File: config.mk
export PLATFORM = sky130hd
export DESIGN_NAME = foll_cell
export DESIGN_NICKNAME = d
export VERILOG_FILES = /design/src/design/frequency_ordered_lookup_list_assert.svh /design/src/design/foll_pkg.sv /design/src/design/foll_cell.sv
export SDC_FILE = /design/constraint.sdc
export NUM_CORES = 1
export LEC_CHECK = 0
export BUFFER_PORTS_ARGS = -buffer_cell sky130_fd_sc_hd__clkbuf_2
export CAP_MARGIN = 20
export CORE_AREA = 4 4 155 157
export CTS_CLUSTER_SIZE = 8
export DETAILED_ROUTE_END_ITERATION = 7
export DIE_AREA = 0 0 159 161
export GPL_TIMING_DRIVEN = 0
export PLACE_DENSITY_LB_ADDON = 0.25
export SETUP_SLACK_MARGIN = 0.05
export SLEW_MARGIN = 10
export SYNTH_ARGS = -nofsm -noshare
export SYNTH_HDL_FRONTEND = slang
export SYNTH_SLANG_ARGS = --single-unit
File: constraint.sdc
create_clock -name aclk -period 13.3 [get_ports aclk]
set_input_delay 1.995 -clock aclk [delete_from_list [all_inputs] [get_ports aclk]]
set_output_delay 1.995 -clock aclk [all_outputs]
set_load 0.005 [all_outputs]
File: src/design/frequency_ordered_lookup_list_assert.svh
// Assertion macros for the frequency-ordered lookup list.
// Used by the top level only; no other dependencies.
`ifndef FREQUENCY_ORDERED_LOOKUP_LIST_ASSERT_SVH
`define FREQUENCY_ORDERED_LOOKUP_LIST_ASSERT_SVH

// Implication checked on every clock edge outside reset.
`define FOLL_ASSERT_IMP(label, clk, rstn, cond, prop, msg) \
    label: assert property (@(posedge clk) disable iff (!rstn) (cond) |-> (prop)) \
        else $error(msg);

// Implication checked in the cycle after the condition.
`define FOLL_ASSERT_NEXT(label, clk, rstn, cond, prop, msg) \
    label: assert property (@(posedge clk) disable iff (!rstn) (cond) |=> (prop)) \
        else $error(msg);

`endif

File: src/design/foll_pkg.sv
// Package for the frequency-ordered lookup list: sizes, opcodes, cell types.
// No dependencies.
`default_nettype none
package foll_pkg;
    localparam int TableDepth = 64;
    localparam int PosW = 6;
    localparam int LenW = 7;
    localparam int IdxW = $clog2(TableDepth);
    localparam int CntW = $clog2(TableDepth + 1);

    localparam logic [1:0] OP_INSERT = 2'd0;
    localparam logic [1:0] OP_LOCATE = 2'd1;
    localparam logic [1:0] OP_READ   = 2'd2;
    localparam logic [1:0] OP_NOP    = 2'd3;

    localparam logic [31:0] Sat32 = 32'hFFFF_FFFF;

    typedef struct packed {
        logic [31:0] key;
        logic [31:0] count;
        logic [31:0] stamp;
    } entry_t;

    // Commands broadcast from the controller to every cell.
    typedef struct packed {
        logic        shift_all;  // insert: every cell takes its left neighbor
        logic        move;       // locate: cells in (dst, hit] shift, dst loads new
        logic [IdxW-1:0] dst;
        logic [IdxW-1:0] hit;
        entry_t      new_entry;
    } cell_cmd_t;
endpackage
`default_nettype wire

File: src/design/foll_cell.sv
// One table cell: holds an entry, compares against the search key and
// against the moving entry's rank. Depends on foll_pkg.
`default_nettype none
module foll_cell (
    input  wire                     aclk,
    input  wire  [foll_pkg::IdxW-1:0] index,
    input  wire  [31:0]             search_key,
    input  wire  [31:0]             rank_count,
    input  wire  [31:0]             rank_stamp,
    input  foll_pkg::cell_cmd_t     cmd,
    input  foll_pkg::entry_t        left_entry,
    output foll_pkg::entry_t        entry,
    output logic                    key_match,
    output logic                    stays_ahead,
    output logic                    equal_later
);
    import foll_pkg::*;

    entry_t entry_reg;
    entry_t entry_next;
    logic   smaller;

    assign entry     = entry_reg;
    assign key_match = (entry_reg.key == search_key);
    // Entry stays ahead of a moving entry unless smaller count or equal with later stamp.
    assign smaller     = (entry_reg.count < rank_count);
    assign equal_later = (entry_reg.count == rank_count) && (entry_reg.stamp > rank_stamp);
    assign stays_ahead = !(smaller || equal_later);

    // Load from left neighbor, from the moving entry, or hold.
    always_comb begin
        entry_next = entry_reg;
        if (cmd.shift_all) begin
            entry_next = left_entry;
        end else if (cmd.move) begin
            if (index == cmd.dst) begin
                entry_next = cmd.new_entry;
            end else if (index > cmd.dst && index <= cmd.hit) begin
                entry_next = left_entry;
            end
        end
    end

    always_ff @(posedge aclk) begin
        entry_reg <= entry_next;
    end
endmodule
`default_nettype wire

; After elaboration in Yosys (flattened, before gate mapping)
; Index checks and enable logic that the tools add are counted.
[totals]
ff_bits = 96
input_bits = 309
out_inout_bits = 99
wordCells = 21
[op_classes]
magnitude_cmp = 4
n_eq_ne = 3
mux = 4
n_reduce_logical = 7
[op_table]
columns = cell, count
row1 = 96-bit two-way mux, 4
row2 = 32-bit == test, 2
row3 = 32-bit > comparator, 1
row4 = 32-bit less-than comparator, 1
row5 = 6-bit == test, 1
row6 = 6-bit > comparator, 1
row7 = 6-bit <= comparator, 1
row8 = 3-bit nonzero test, 1
row9 = 1-bit logical AND, 2
row10 = 2-bit AND reduction, 1
row11 = 2-bit nonzero test, 1
row12 = 1-bit zero test, 1
row13 = 1-bit logical OR, 1

; Longest topological paths before layout
[logic_depth]
word_depth = 6
mapped_depth = 8
ltp_nobuf = 8

; Worst setup path before layout
; No wires, ideal clock.
[synth_timing]
path_kind = input to register
startpoint = input port cmd[99] (netlist name)
endpoint = register entry_reg (netlist bit entry[0]) (enable)
setup_ps = 683
arrival_ps = 9736
required_time_ps = 12617
path_slack_ps = 2881
path_stages = 8
n_path_buf = 0
cell_sequence = inv_1 ha_1 a21o_1 a21oi_1 nor2b_1 o32ai_1 o211ai_1 o21ai_0
[synth_between]
elab_chain_len = 4
[synth_lines]
columns = element, line_no
row1 = from (decl), foll_cell.sv:10  ; input foll_pkg::cell_cmd_t cmd,
row2 = 6-bit <= comparator, foll_cell.sv:38  ; end else if (index > cmd.dst && index <= cmd.hit) begin
row3 = 1-bit logical AND, foll_cell.sv:38
row4 = 3-bit nonzero test (no source line), -
row5 = 2-bit AND reduction (no source line), -
row6 = to (signal assigned), foll_cell.sv:45  ; entry_reg <= entry_next;
row7 = to (decl), foll_cell.sv:19  ; entry_t entry_reg;
; Every way passes these cells.
; A chain may end at the register's enable or synchronous reset.

; Worst setup path after layout
[layout_timing]
startpoint = input port rank_stamp[30]
endpoint = output port stays_ahead
[layout_between]
elab_chain_len = 4
[layout_lines]
columns = element, line_no
row1 = from (decl), foll_cell.sv:9  ; input wire [31:0] rank_stamp,
row2 = 32-bit > comparator, foll_cell.sv:27  ; assign equal_later = (entry_reg.count == rank_count) && (entry_reg.stamp > rank_stamp);
row3 = 1-bit logical AND, foll_cell.sv:27
row4 = 1-bit logical OR, foll_cell.sv:28  ; assign stays_ahead = !(smaller || equal_later);
row5 = 1-bit zero test, foll_cell.sv:28
row6 = to (decl), foll_cell.sv:14  ; output logic stays_ahead,
; Every way passes these cells.

==> results.cfg <==
[run_status]
status = finished, final reports clean

[clock_network]
cts-root-buf = clkbuf_16
cts_tree = yes
cts-hold-fix-buffers = 0
cts_max_level = 3
cts.sinks = 96
cts_buffers = 9
post-cts-setup-buffers = 0
clk_path_buf_depth = 2
cts_resized = 0
path_clk_slew_ns = 0.08

[floorplanning]
die_area_um2 = 25600
die_x_um = 159
rows = 55
start_util_pct = 28.0
ios = 408
die_h_um = 161
core_area_um2 = 22500

[sta]
setup_ws_ns = 7.11
slew_headroom_pct = 50.2
fin_crit_ns = 6.19
finalSetupViolations = 0
worst_slew_pin_slew_ns = 0.740
drv_slew = 0
clock.fmax_mhz = 162
rsz0062_at_grt = false
finalCritPeriodShare_pct = 46.5
hold_viol = 0

[grt]
first_global_vias = 5846
grt_pass1_wl_mm = 31.9
grt_max_degree = 27
gr-total-overflow = 0
grtUsageTotal_pct = 15.8
antenna_found_initial = 0

[worst_hold_path]
min_path_type = input port to flip-flop
min_from = left_entry[80]

[placed_design]
gp_congestion = 0.861
pre_cts_ws_ns = 7.05
place.detailed.hpwl_mm = 18.2
place_inst = 1211
portBuffers = 407

[final_layout]
finalNonFillerCells = 1227
drive_gt1_share_pct = 57.2
num-fill-cells = 2258
fin_util_pct = 40.3
nets = 1322
insertedDiodeCount = 0
largest_reg_flops = 96
area_growth_pct = 43.9

[logic_synthesis]
synth_xor_area_share_pct = 4.45
synth_compound_area_share_pct = 5.82
synthAdderAreaFrac_pct = 15.1
synthTopCellsByCount = 96 x edfxtp_1, 96 x mux2_2, 76 x ha_1, 76 x inv_1, 32 x xor2_1
synth.area.top_cells = edfxtp_1 46%, mux2_2 17%, ha_1 15%
synth_top_area_share_pct = 45.8
synth_area_leader_cell = edfxtp_1
syn_inst = 514
synth_area_um2 = 6300
syn_area_per_cell_um2 = 12.3
synth_top_family_by_area = multiplexers
synthSimpleGateAreaFrac_pct = 6.22
synth-edff-count = 96
ys_ff_latch = 96
async_flop_share_pct = 0
seq_area_frac_synth_pct = 45.8
yosys.cell_types.count = 32
synth_flop_cell = edfxtp_1
synthMuxAreaShare_pct = 17.2
synth_warnings = 0
synth_fp_nets = 899

[power_and_ir_drop]
p_per_area_nw_per_um2 = 95.0
peakVddDrop_uv = 65.3
total_power_uw = 861
leakage_nw = 4.55

[critical_path]
arrival_ns = 4.19
cp_max_fo = 4
crit_start = rank_stamp[30]
worstSetupStartpointType = input port
critPathRequiredTime_ns = 11.31
end_kind = primary output
critPathKind = input port to primary output

[job]
max-cap-violations = 0

[drt]
drt-total-wl_mm = 20.8
drtPass1Iterations = 4
avgRoutedWirePerCell_um = 17.0
dr_total_vias = 5454
drt_iter0_markers = 223
ant_nets = 0
drcViolationCount = 0
routed_via_density = 4.44
## worst max-delay path, stage by stage
cell      delay [ns]
clkbuf_2        0.08
inv_1           0.03
ha_1            0.30
nand4_1         0.18
nor4_1          0.69
o31ai_1         0.28
a221oi_2        0.40
a31oi_1         0.07
clkbuf_2        0.14
## report_power, final
group / leakage (nW) / total (mW) / switching [mW] / internal (mW)
registers: 0.948 / 0.400 / 0.0241 / 0.376
logic: 3.47 / 0.213 / 0.101 / 0.112
clock network: 0.126 / 0.248 / 0.119 / 0.129
## layout make-up
type / instances / area (µm²) / area share (%)
plain buffers: 10 / 60.1 / 0.663
clock buffers: 11 / 233 / 2.57
clock inverters: 5 / 41.3 / 0.455
inverters: 76 / 285 / 3.15
multi-input cells: 332 / 3080 / 34.0
flip-flops and latches: 96 / 2880 / 31.8
well taps: 285 / 357 / 3.93
repair buffers: 412 / 2120 / 23.4
## cell usage in the layout, fill, tap and decap left out, types with 6 or more instances in the layout
| master | n |
|---|---|
| clkbuf_2 | 407 |
| mux2_2 | 96 |
| edfxtp_1 | 96 |
| inv_1 | 76 |
| ha_1 | 76 |
| xor2_1 | 32 |
| a21oi_1 | 27 |
| nand4_1 | 18 |
| nand2_1 | 13 |
| nor4_1 | 9 |
| nand3_1 | 9 |
| clkbuf_16 | 9 |
| nor2_1 | 7 |
| buf_2 | 6 |
| o21ai_0 | 6 |
| a211oi_1 | 6 |
## through the flow
step	setup TNS (ns)	hold WS (ns)	instance area (µm²)
after floorplan	0	2.21	6300
after global placement	-89.40	2.30	8690
after detailed placement	0	2.30	8790
after CTS	0	1.92	9060
after global routing	0	1.92	9060
final	0	1.95	9060
## logic make-up (layout without fill, tap and decap cells)
kind of cell / after synthesis / after routing
flops: 96 / 96
xor+xnor: 32 / 32
fa+ha+maj: 76 / 76
buf+inv: 86 / 514
compound gates: 58 / 58
simple gates: 70 / 70
mux: 96 / 96
## metal layers
metal,track usage [%],up-vias,part of all wire (%)
met3,4.82,18,7.8
met5,0,-,0
met1,18.7,2485,39
li1,-,2736,-
met2,28.4,215,51
met4,3.67,0,1.6
## worst paths after layout
check / to / slack (ns) / cells past startpoint
min: entry[80] / 1.95 / 2
max: stays_ahead / 7.11 / 9
Power figures use the tool's default switching activity.
